File: config.mk
export PLATFORM = sky130hd
export DESIGN_NAME = nas_identity_imsi_extractor_core
export DESIGN_NICKNAME = d
export VERILOG_FILES = /design/src/sv/nasimsi_pkg.sv /design/src/sv/nas_identity_imsi_extractor_core.sv
export SDC_FILE = /design/constraint.sdc
export NUM_CORES = 1
export LEC_CHECK = 0
export ABC_AREA = 0
export ABC_CLOCK_PERIOD_IN_PS = 9300
export BUFFER_PORTS_ARGS = -buffer_cell sky130_fd_sc_hd__buf_2
export CAP_MARGIN = 10
export CORE_UTILIZATION = 61
export CTS_CLUSTER_DIAMETER = 100
export DETAILED_ROUTE_END_ITERATION = 16
export PLACE_DENSITY = 0.82
export RECOVER_POWER = 50
export SETUP_SLACK_MARGIN = 0.2
export SLEW_MARGIN = 20
export SYNTH_ARGS = -nofsm -noshare
export SYNTH_HDL_FRONTEND = slang
export SYNTH_SLANG_ARGS = --single-unit
File: constraint.sdc
create_clock -name clk -period 9.3 [get_ports clk]
set_clock_uncertainty 0.15 [all_clocks]
set_input_delay 1.86 -clock clk [delete_from_list [all_inputs] [get_ports clk]]
set_output_delay 1.86 -clock clk [all_outputs]
set_load 0.05 [all_outputs]
File: src/sv/nasimsi_pkg.sv
// Package for the NAS identity IMSI extractor core.
// Holds the identity mode type, protocol constants and stream widths; no dependencies.
`default_nettype none

package nasimsi_pkg;

  // Identity layout chosen by the first identity byte.
  typedef enum logic [1:0] {
    MODE_NONE   = 2'd0,
    MODE_PLAIN  = 2'd1,
    MODE_SUCI   = 2'd2,
    MODE_REJECT = 2'd3
  } mode_t;

  localparam int unsigned IN_TDATA_W  = 8;
  localparam int unsigned OUT_TDATA_W = 72;
  localparam int unsigned DIGITS_W    = 60;
  localparam int unsigned NUM_DIGITS  = 15;

  localparam logic [7:0] MSG_TYPE_ID_RESP = 8'h5C;
  localparam logic [3:0] EPD_5GMM_NIBBLE  = 4'h7;
  localparam logic [3:0] NIBBLE_FILLER    = 4'hF;
  localparam logic [3:0] NIBBLE_MAX_DIGIT = 4'h9;
  localparam logic [3:0] NIBBLE_ZERO      = 4'h0;
  localparam logic [7:0] SUCI_FIRST_BYTE  = 8'h01;
  localparam logic [2:0] IMSI_TYPE_CODE   = 3'b001;

  localparam logic [7:0] SUCI_MIN_SELECT_LEN = 8'd8;
  localparam logic [7:0] SUCI_MIN_FOUND_LEN  = 8'd9;
  localparam logic [7:0] MIN_IDENTITY_LEN    = 8'd2;
  localparam logic [4:0] MIN_DIGITS          = 5'd5;
  localparam logic [4:0] MAX_DIGITS          = 5'd15;
  localparam logic [4:0] DIGITS_OVERFLOW     = 5'd16;

  // Identity byte offsets inside a SUCI.
  localparam logic [8:0] SUCI_IDX_MCC12   = 9'd1;
  localparam logic [8:0] SUCI_IDX_MCC3    = 9'd2;
  localparam logic [8:0] SUCI_IDX_MNC     = 9'd3;
  localparam logic [8:0] SUCI_IDX_SCHEME  = 9'd6;
  localparam logic [8:0] SUCI_IDX_MSIN    = 9'd8;

  localparam logic [8:0] POS_MAX = 9'd511;

endpackage

`default_nettype wire

File: src/sv/nas_identity_imsi_extractor_core.sv
// NAS identity IMSI extractor: parses one NAS Identity Response per frame of byte beats.
// Depends on nasimsi_pkg for the mode type and protocol constants.
// The parse state updates once per byte, and a last beat loads the result register.
// One byte beat per cycle; a last beat waits while a held result is not taken.
// The input register holds one beat; the result register holds one result beat.
// Reset (rst_n low, synchronous) empties both registers and clears the parse state.
`default_nettype none

module nas_identity_imsi_extractor_core
  import nasimsi_pkg::*;
(
  input  wire logic                   clk,
  input  wire logic                   rst_n,
  // Input channel. tdata bits 7:0 = data_byte. tlast = last_byte.
  input  wire logic                   in_tvalid,
  output logic                        in_tready,
  input  wire logic [IN_TDATA_W-1:0]  in_tdata,
  input  wire logic                   in_tlast,
  // Result channel. tdata from bit 0 up: identity_found (1), identity_kind (1),
  // digit_count (4), imsi_digits (60), zero padding (6).
  output logic                        out_tvalid,
  input  wire logic                   out_tready,
  output logic [OUT_TDATA_W-1:0]      out_tdata
);

  // Input register stage.
  logic                  s1_valid_r;
  logic [7:0]            s1_byte_r;
  logic                  s1_last_r;
  logic                  s1_go;

  // Parse state for the message in flight.
  logic [8:0]            pos_r;
  logic                  fh_r;
  logic                  tm_r;
  logic [7:0]            len_r;
  mode_t                 mode_r;
  logic                  perr_r;
  logic [3:0]            pend_r;
  logic [DIGITS_W-1:0]   store_r;
  logic [4:0]            held_r;
  logic                  filler_r;
  logic                  nz_r;

  logic                  fh_nxt;
  logic                  tm_nxt;
  logic [7:0]            len_nxt;
  mode_t                 mode_nxt;
  logic                  perr_nxt;
  logic [3:0]            pend_nxt;
  logic [DIGITS_W-1:0]   store_nxt;
  logic [4:0]            held_nxt;
  logic                  filler_nxt;
  logic                  nz_nxt;
  logic                  found;

  // Result register.
  logic                  out_valid_r;
  logic [OUT_TDATA_W-1:0] out_data_r;
  logic [OUT_TDATA_W-1:0] out_data_nxt;

  // The stored beat moves on unless it is a last beat and the result
  // register is still full and not being taken.
  assign s1_go     = s1_valid_r && (!s1_last_r || !out_valid_r || out_tready);
  assign in_tready = !s1_valid_r || s1_go;

  always_ff @(posedge clk) begin
    if (!rst_n) begin
      s1_valid_r <= 1'b0;
    end else if (in_tvalid && in_tready) begin
      s1_valid_r <= 1'b1;
    end else if (s1_go) begin
      s1_valid_r <= 1'b0;
    end
  end

  always_ff @(posedge clk) begin
    if (in_tvalid && in_tready) begin
      s1_byte_r <= in_tdata;
      s1_last_r <= in_tlast;
    end
  end

  // Per-byte parse update. Up to three digits can be produced from one byte
  // (the SUCI MNC byte also flushes the held third MNC digit); they are
  // packed into the digit store at consecutive positions.
  always_comb begin
    logic [3:0]  lo;
    logic [3:0]  hi;
    logic [8:0]  idstart;
    logic [8:0]  idx;
    logic        in_id;
    logic        f1;
    logic [3:0]  cd [3];
    logic        cv [3];
    logic [4:0]  h;
    logic [9:0]  pos_inc;
    logic [9:0]  id_end;

    lo = s1_byte_r[3:0];
    hi = s1_byte_r[7:4];
    fh_nxt     = fh_r;
    tm_nxt     = tm_r;
    len_nxt    = len_r;
    mode_nxt   = mode_r;
    perr_nxt   = perr_r;
    pend_nxt   = pend_r;
    filler_nxt = filler_r;
    nz_nxt     = nz_r;
    f1         = filler_r;
    for (int k = 0; k < 3; k++) begin
      cd[k] = NIBBLE_ZERO;
      cv[k] = 1'b0;
    end

    // Header: a full 5GMM header carries the message type in byte 1.
    if (pos_r == '0) begin
      fh_nxt = (lo == EPD_5GMM_NIBBLE);
      if (!fh_nxt) begin
        tm_nxt = (s1_byte_r == MSG_TYPE_ID_RESP);
      end
    end else if (pos_r == 9'd1 && fh_r) begin
      tm_nxt = (s1_byte_r == MSG_TYPE_ID_RESP);
    end

    idstart = fh_nxt ? 9'd4 : 9'd3;
    if (pos_r == idstart - 9'd1) begin
      len_nxt = s1_byte_r;
    end
    idx   = pos_r - idstart;
    in_id = (pos_r >= idstart) && (idx < {1'b0, len_r});

    if (in_id) begin
      if (idx == '0) begin
        if (s1_byte_r == SUCI_FIRST_BYTE && len_r >= SUCI_MIN_SELECT_LEN) begin
          mode_nxt = MODE_SUCI;
        end else if (s1_byte_r[2:0] == IMSI_TYPE_CODE) begin
          mode_nxt = MODE_PLAIN;
          cd[0] = hi;
          cv[0] = (hi <= NIBBLE_MAX_DIGIT);
        end else begin
          mode_nxt = MODE_REJECT;
        end
      end else if (mode_r == MODE_PLAIN || (mode_r == MODE_SUCI && idx >= SUCI_IDX_MSIN)) begin
        // TBCD pair, low nibble first; a filler nibble ends all decoding.
        cd[0] = lo;
        cv[0] = !filler_r && (lo <= NIBBLE_MAX_DIGIT);
        f1    = filler_r || (lo == NIBBLE_FILLER);
        cd[1] = hi;
        cv[1] = !f1 && (hi <= NIBBLE_MAX_DIGIT);
        filler_nxt = f1 || (hi == NIBBLE_FILLER);
      end else if (mode_r == MODE_SUCI) begin
        case (idx)
          SUCI_IDX_MCC12: begin
            cd[0] = lo;
            cv[0] = (lo <= NIBBLE_MAX_DIGIT);
            cd[1] = hi;
            cv[1] = (hi <= NIBBLE_MAX_DIGIT);
            if (lo > NIBBLE_MAX_DIGIT || hi > NIBBLE_MAX_DIGIT) begin
              perr_nxt = 1'b1;
            end
          end
          SUCI_IDX_MCC3: begin
            cd[0] = lo;
            cv[0] = (lo <= NIBBLE_MAX_DIGIT);
            if (lo > NIBBLE_MAX_DIGIT) begin
              perr_nxt = 1'b1;
            end
            pend_nxt = hi;
          end
          SUCI_IDX_MNC: begin
            cd[0] = lo;
            cv[0] = (lo <= NIBBLE_MAX_DIGIT);
            cd[1] = hi;
            cv[1] = (hi <= NIBBLE_MAX_DIGIT);
            cd[2] = pend_r;
            cv[2] = (pend_r <= NIBBLE_MAX_DIGIT);
            if (lo > NIBBLE_MAX_DIGIT || hi > NIBBLE_MAX_DIGIT ||
                (pend_r != NIBBLE_FILLER && pend_r > NIBBLE_MAX_DIGIT)) begin
              perr_nxt = 1'b1;
            end
          end
          SUCI_IDX_SCHEME: begin
            if (lo != NIBBLE_ZERO) begin
              perr_nxt = 1'b1;
            end
          end
          default: begin
          end
        endcase
      end
    end

    // Pack the produced digits. Digits past the fifteenth only count, and the
    // count sticks at sixteen to mark an overlong identity.
    h = held_r;
    store_nxt = store_r;
    for (int k = 0; k < 3; k++) begin
      for (int j = 0; j < NUM_DIGITS; j++) begin
        if (cv[k] && h == 5'(j)) begin
          store_nxt[j*4 +: 4] = cd[k];
        end
      end
      if (cv[k] && h < DIGITS_OVERFLOW) begin
        h = h + 5'd1;
      end
      if (cv[k] && cd[k] != NIBBLE_ZERO) begin
        nz_nxt = 1'b1;
      end
    end
    held_nxt = h;

    // Verdict on the state as it stands after this byte.
    pos_inc = {1'b0, pos_r} + 10'd1;
    id_end  = {1'b0, idstart} + {2'b00, len_nxt};
    found = tm_nxt
         && (pos_inc >= {1'b0, idstart})
         && (len_nxt >= MIN_IDENTITY_LEN)
         && (pos_inc >= id_end)
         && (mode_nxt == MODE_PLAIN || mode_nxt == MODE_SUCI)
         && !perr_nxt
         && (mode_nxt != MODE_SUCI || len_nxt >= SUCI_MIN_FOUND_LEN)
         && (held_nxt >= MIN_DIGITS) && (held_nxt <= MAX_DIGITS)
         && nz_nxt;

    out_data_nxt = '0;
    if (found) begin
      out_data_nxt[0]    = 1'b1;
      out_data_nxt[1]    = (mode_nxt == MODE_SUCI);
      out_data_nxt[5:2]  = held_nxt[3:0];
      out_data_nxt[65:6] = store_nxt;
    end
  end

  // Parse state: advances on each byte and returns to its reset value after
  // the last byte of a message.
  always_ff @(posedge clk) begin
    if (!rst_n || (s1_go && s1_last_r)) begin
      pos_r    <= '0;
      fh_r     <= 1'b0;
      tm_r     <= 1'b0;
      len_r    <= '0;
      mode_r   <= MODE_NONE;
      perr_r   <= 1'b0;
      pend_r   <= NIBBLE_FILLER;
      store_r  <= '0;
      held_r   <= '0;
      filler_r <= 1'b0;
      nz_r     <= 1'b0;
    end else if (s1_go) begin
      pos_r    <= (pos_r == POS_MAX) ? pos_r : pos_r + 9'd1;
      fh_r     <= fh_nxt;
      tm_r     <= tm_nxt;
      len_r    <= len_nxt;
      mode_r   <= mode_nxt;
      perr_r   <= perr_nxt;
      pend_r   <= pend_nxt;
      store_r  <= store_nxt;
      held_r   <= held_nxt;
      filler_r <= filler_nxt;
      nz_r     <= nz_nxt;
    end
  end

  // Result register: loaded by a last beat, emptied when the result is taken.
  always_ff @(posedge clk) begin
    if (!rst_n) begin
      out_valid_r <= 1'b0;
    end else if (s1_go && s1_last_r) begin
      out_valid_r <= 1'b1;
    end else if (out_tready) begin
      out_valid_r <= 1'b0;
    end
  end

  always_ff @(posedge clk) begin
    if (s1_go && s1_last_r) begin
      out_data_r <= out_data_nxt;
    end
  end

  assign out_tvalid = out_valid_r;
  assign out_tdata  = out_data_r;

  // A found identity always carries between five and fifteen digits.
  assert property (@(posedge clk) disable iff (!rst_n)
    out_valid_r && out_data_r[0] |-> out_data_r[5:2] >= 4'd5)
    else $error("found identity with too few digits");

  // A result without an identity carries all-zero fields.
  assert property (@(posedge clk) disable iff (!rst_n)
    out_valid_r && !out_data_r[0] |-> out_data_r[OUT_TDATA_W-1:1] == '0)
    else $error("result fields not cleared when no identity found");

  // Ending a message returns the parser to the start of the next one.
  assert property (@(posedge clk) disable iff (!rst_n)
    s1_go && s1_last_r |=> pos_r == '0 && held_r == '0 && mode_r == MODE_NONE)
    else $error("parse state not cleared after last beat");

  // The digit count never passes its overflow mark.
  assert property (@(posedge clk) disable iff (!rst_n)
    held_r <= DIGITS_OVERFLOW)
    else $error("digit count beyond overflow mark");

endmodule

`default_nettype wire
Word-level counts from Yosys, hierarchy flattened
Cells that the tools add are included.

storage, ports and cells
  bits in registers = 170
  bits of input ports = 13
  output and inout bits = 74
  logic and storage cells = 309

operators by class
  $add $sub $neg = 8
  order comparisons = 19
  equal/unequal tests = 61
  multiplexer cells = 97
  bitwise gates (word level) = 3
  reductions and logical operators = 104

operator list
  operator                                                           number
  two-way mux 4 bit                                                  52
  == test 5 x 4 -> 1 bit, second input constant                      21
  logical AND 1 bit                                                  70
  == test 5 x 3 -> 1 bit, second input constant                      12
  == test 5 x 2 -> 1 bit, second input constant                      6
  two-way mux 1 bit                                                  27
  two-way mux 12 bit                                                 2
  two-way mux 8 bit                                                  3
  == test 9 x 1 -> 1 bit, second input constant                      2
  == test 9 x 2 -> 1 bit, second input constant                      2
  logical NOT 9 bit                                                  2
  greater-or-equal comparator 8 x 4 -> 1 bit, second input constant  2
  nonzero test 4 bit                                                 4
  adder 5 x 1 -> 5 bit, second input constant                        3
  == test 5 x 1 -> 1 bit, second input constant                      3
  logical NOT 5 bit                                                  3
  less-than comparator 5 bit, second input constant                  3
  two-way mux 5 bit                                                  3
  greater-than comparator 4 bit, second input constant               3
  less-or-equal comparator 4 bit, second input constant              3
  two-way mux 2 bit                                                  6
  logical OR 1 bit                                                   11
  adder 9 x 1 -> 10 bit, second input constant                       1
  greater-or-equal comparator 10 x 3 -> 1 bit                        1
  other kinds (33)                                                   47

Logic depth before layout (Yosys ltp)
  depth in word-level cells = 24
  gate-level depth with buffers = 35
  gate-level depth less buffers = 32

Worst setup path after synthesis
No wires, ideal clock.

  kind = reg2reg
  from = register pos_r[0]
  to = register out_data_r[50] (netlist: out_tdata[50]) (data pin)
  setup time = 0.137 ns
  arrival = 7.570 ns
  data required time = 9.013 ns
  setup slack = 1.443 ns
  stages on the path, launching flop included = 34
  buffers on the path = 6
  period minus slack after synthesis = 7.857 ns
  path through = dfxtp_1 -> clkbuf_1 -> inv_1 -> ha_1 -> or4b_1 -> buf_2 -> o31a_1 -> nor2_1 -> inv_1 -> fa_1 -> buf_1 -> maj3_1 -> or4_1 -> xnor2_1 -> ha_1 -> nand2_1 -> a2111oi_0 -> a21oi_1 -> and3_1 -> and4_1 -> clkbuf_1 -> nand3_1 -> o311a_1 -> o311ai_1 -> ha_1 -> inv_1 -> mux2_2 -> ha_1 -> a221o_1 -> a21o_1 -> a211o_1 -> buf_6 -> buf_8 -> nor2_4

on the way
  cells in the longest elaborated chain, start to end = 23
  elaborated cells between the ends (all ways) = 99
  those cells by class = add/sub (6); order compare (11); eq/ne (11); mux (39); reduce/logical (32)

ends and longest elaborated chain
  what                                                                                line                                     source
  from (decl)                                                                         nas_identity_imsi_extractor_core.sv:33   logic [8:0] pos_r;
  from (signal assigned)                                                              nas_identity_imsi_extractor_core.sv:251  pos_r <= (pos_r == POS_MAX) ? pos_r : pos_r + 9'd1;
  parallel branches: the longest is 23 deep, another holds subtractor 9 x 3 -> 9 bit  -
  to (signal assigned)                                                                nas_identity_imsi_extractor_core.sv:278  out_data_r <= out_data_nxt;
  to (decl)                                                                           nas_identity_imsi_extractor_core.sv:59   logic [OUT_TDATA_W-1:0] out_data_r;

Parallel ways; which one is timed is not known.
A chain may end at the register's enable or synchronous reset.

Worst setup path after layout
  from = register pos_r[0]
  to = register out_data_r[48] (netlist: out_tdata[48]) (data pin)

Same word-level chain as after synthesis.

==> qor_table.md <==
| Quantity | Reported | Unit |
|---|---|---|
| Hold violation total from the final report | 0 | - |
| Xor-xnor portion of the synthesized cell area | 2.49 | % |
| Synthesized-area fraction occupied by ao, oa, aoi and oai cells | 16.3 | % |
| Outcome | finished with violations | - |
| Initial Util | 62.3 | % |
| Slew margin rel. | -140 | % |
| Delay of the slowest cell on the worst path | 0.61 | ns |
| Wire length per cell | 20.8 | µm |
| Simple-Gate Fraction of Synth Area | 16.8 | % |
| Seq cells post-synth | 170 | - |
| CP Max Fanout | 37 | - |
| Wire length of the first global-routing pass | 47300 | µm |
| Summed negative setup slack over all endpoints | 0 | ns |
| Main synth FF type | sky130_fd_sc_hd__dfxtp_1 | - |
| Placed wire-length estimate | 20500 | µm |
| Master of the slowest instance on the critical path | sky130_fd_sc_hd__or4b_1 | - |
| Post-Syn Area | 11200 | µm² |
| Via count of the first global-routing pass | 8900 | - |
| Deepest level of the CTS H-tree | 4 | - |
| Post-layout nets | 1275 | - |
| Post-layout power | 1760 | µW |
| Largest net degree at the start of global routing | 102 | - |
| Most frequent cells in the layout | sky130_fd_sc_hd__mux2i_1, sky130_fd_sc_hd__nor2_1, sky130_fd_sc_hd__dfxtp_1 | - |
| Die height | 137 | µm |
| Final setup vio count | 0 | - |
| Worst-Skew Late Latency | 0.44 | ns |
| Post-CTS sizing | 0 | - |
| Most common cell after layout, fill and taps aside | sky130_fd_sc_hd__mux2i_1 | - |
| Combinational family with the most area after synthesis | multiplexers | - |
| Die Span X | 137 | µm |
| Port bufs | 80 | - |
| Worst endpoint required time | 9.33 | ns |
| Mean instance size in the synthesized netlist | 9.27 | µm² |
| Synth warnings | 0 | - |
| Area of the core | 18000 | µm² |
| Post-CTS Setup Inserts | 0 | - |
| RSZ-0062 raised after global routing | false | - |
| Row count | 49 | - |
| Top achievable clock speed | 118 | MHz |
| DR vias | 9627 | - |
| Max-cap violations | 1 | - |
| Count of filler cells inserted in the layout | 1439 | - |
| 1st-pass router iterations | 6 | - |
| Number of antenna violations at the first check in global routing | 0 | - |
| Arithmetic-cell share of the synthesized area counting full adders, half adders and majority gates | 4.40 | % |
| Total wire length after detailed routing | 30500 | µm |
| Antenna cells | 0 | - |
| Count of unique library cells instantiated by Yosys | 89 | - |
| Number of hold buffers added after cts | 0 | - |
| Final critical delay including setup and external delays | 8.46 | ns |
| Bufs on Longest Clock Path | 2 | - |
| Number of top-level design ports | 87 | - |
| Worst vdd ir | 0.000160 | V |
| Global placement routability congestion | 0.976 | - |
| Crit path DAT | 8.48 | ns |
| Post-detailed-route count of antenna-violating nets | 0 | - |
| Proportion of layout cells with a drive suffix above 1 | 8.65 | % |
| Full die area | 18900 | µm² |
| Cells after Synth | 1207 | - |
| Grt ovf | 0 | - |
| Number of enable flip-flop cells after synthesis | 75 | - |
| Ratio of routed vias to standard cells | 6.57 | - |
| Standby leakage power | 0.00482 | µW |
| Path type of the worst setup path | reg2reg | - |
| Actual transition at the worst max-transition pin | 3.59 | ns |
| GR Util All Layers | 32.7 | % |
| Crit path capture type | flop | - |
| CTS tree | built | - |
| DRC violations left | 0 | - |
| Power per unit of standard cell area | 145 | nW/µm² |
| Slew Viols, Final | 68 | - |
| Crit start category | flop | - |
| Failing checks | capacitance limit, slew limit | - |
| Num CTS Buffers | 17 | - |
| Clock transition at the register clock pins on the worst setup and hold paths after CTS | 0.08 | ns |
| Worst min-delay path class | reg2reg | - |
| Final period utilization | 90.9 | % |
| Area grow syn2layout | 7.97 | % |
| Share of synthesized flip-flops with an asynchronous set or reset | 0 | % |
| Sequential share of the synthesized area | 37.1 | % |
| Number of DRC violations after detailed-routing iteration 0 | 1030 | - |
| Cell chosen for the clock root | sky130_fd_sc_hd__clkbuf_16 | - |
| Total clock sinks | 170 | - |
| Multiplexer share of the synthesized area | 17.6 | % |
[per-stage QoR]
| stage | cells | setup WS [ns] | instance area, µm² | util (%) | hold WS (ns) |
|---|---|---|---|---|---|
| 6_report | 1466 | 0.843 | 12100 | 67.3 | 0.342 |
| 5_1_grt | 1466 | 0.203 | 12100 | 67.3 | 0.352 |
| 4_1_cts | 1465 | 0.305 | 12100 | 67.6 | 0.342 |
| 3_5_place_dp | 1433 | 0.343 | 11500 | 64.1 | 0.314 |
| 3_3_place_gp | 1433 | 0.681 | 11500 | 64.1 | 0.299 |
| 2_1_floorplan | 1212 | 1.44 | 11200 | - | 0.288 |
[state kept, by name, summed over array words and instances (netlist names)]
signal and count:
pend_r 4, tm_r 1, mode_r 2, out_tvalid 1, out_tdata 66, s1_last_r 1
pos_r 9, s1_byte_r 8, s1_valid_r 1, store_r 60, filler_r 1, nz_r 1
fh_r 1, len_r 8, perr_r 1, held_r 5
[report_power, final]
part | switching, µW | internal [µW]
registers | 20.2 | 800
clock network | 338 | 408
logic | 127 | 62.9
total | 485 | 1270
[final cells by class]
type,count,area [µm²],area share [%]
Multi-Input combinational cell,916,6520,53.9
Sequential cell,170,4150,34.4
Clock buffer,17,425,3.52
Timing Repair Buffer,90,400,3.31
Tap cell,229,287,2.37
Clock inverter,15,191,1.58
Inverter,29,109,0.901
[final timing paths]
| check | start | to | slack [ns] | cells past startpoint |
|---|---|---|---|---|
| max | pos_r[0] | out_tdata[48] | 0.84 | 28 |
| min | store_r[20] | store_r[20] | 0.34 | 2 |
| max reg2reg | pos_r[0] | out_tdata[48] | 0.84 | 28 |
| min reg2reg | store_r[20] | store_r[20] | 0.34 | 2 |
[critical path: cells and delay by family (launching register included)]
| kind | cells | cell delay [ns] |
|---|---|---|
| adders and majority gates | 5 | 1.76 |
| AOI/OAI and AO/OA | 6 | 1.71 |
| DFF | 1 | 0.43 |
| buffers and inverters | 4 | 0.66 |
| and+or+nand+nor | 10 | 2.71 |
| xor gates and xnor gates | 3 | 0.72 |
[cell usage after synthesis, types with 3 or more instances]
cell type	n	area (µm²)
sky130_fd_sc_hd__a31oi_1	5	31.3
sky130_fd_sc_hd__edfxtp_1	75	2250
sky130_fd_sc_hd__nor2b_1	14	87.6
sky130_fd_sc_hd__o211a_1	3	30.0
sky130_fd_sc_hd__a2111oi_0	3	26.3
sky130_fd_sc_hd__nand3_1	36	180
sky130_fd_sc_hd__o21ai_0	88	440
sky130_fd_sc_hd__or3_1	4	25.0
sky130_fd_sc_hd__and3_1	24	150
sky130_fd_sc_hd__nor3_1	16	80.1
sky130_fd_sc_hd__nand3b_1	4	30.0
sky130_fd_sc_hd__clkbuf_1	63	236
sky130_fd_sc_hd__nor3_2	3	30.0
sky130_fd_sc_hd__a32oi_1	4	35.0
sky130_fd_sc_hd__buf_1	13	48.8
sky130_fd_sc_hd__nor2_4	8	90.1
sky130_fd_sc_hd__xnor2_1	16	140
sky130_fd_sc_hd__nor4_1	11	68.8
sky130_fd_sc_hd__o21ai_1	13	65.1
sky130_fd_sc_hd__nand2b_1	8	50.1
sky130_fd_sc_hd__buf_4	8	60.1
sky130_fd_sc_hd__a211oi_1	14	105
sky130_fd_sc_hd__dfxtp_1	95	1900
sky130_fd_sc_hd__buf_2	6	30.0
sky130_fd_sc_hd__nor2_1	115	432
sky130_fd_sc_hd__a21boi_0	3	22.5
sky130_fd_sc_hd__nand4_1	10	62.6
sky130_fd_sc_hd__o211ai_1	6	45.0
sky130_fd_sc_hd__ha_1	37	463
sky130_fd_sc_hd__o31a_1	3	26.3
sky130_fd_sc_hd__a32o_1	3	30.0
sky130_fd_sc_hd__mux2i_1	194	1940
sky130_fd_sc_hd__buf_6	3	33.8
sky130_fd_sc_hd__o21a_1	3	22.5
sky130_fd_sc_hd__nand2_1	59	221
sky130_fd_sc_hd__inv_1	27	101
sky130_fd_sc_hd__xor2_1	14	123
sky130_fd_sc_hd__a21oi_1	91	455
sky130_fd_sc_hd__buf_8	5	75.1
sky130_fd_sc_hd__a211o_1	3	26.3
sky130_fd_sc_hd__and2_1	22	138
sky130_fd_sc_hd__a21o_1	9	67.6
sky130_fd_sc_hd__or4_1	5	37.5
[cells by family after synthesis]
group           count (synthesis)
mux                           196
other cells                     1
compound gates                285
simple gates                  358
xor+xnor                       31
fa+ha+maj                      39
buf+inv                       127
flops                         170
[layer usage]
metal  global-route usage [%]  vias up  share of wire, %
met5                        0        -                 0
met4                     12.4        0               2.9
li1                         -     4443                 -
met1                     43.4     4561                42
met3                     6.22       85               8.5
met2                     52.5      538                46
(Power assumes the default switching activity.)
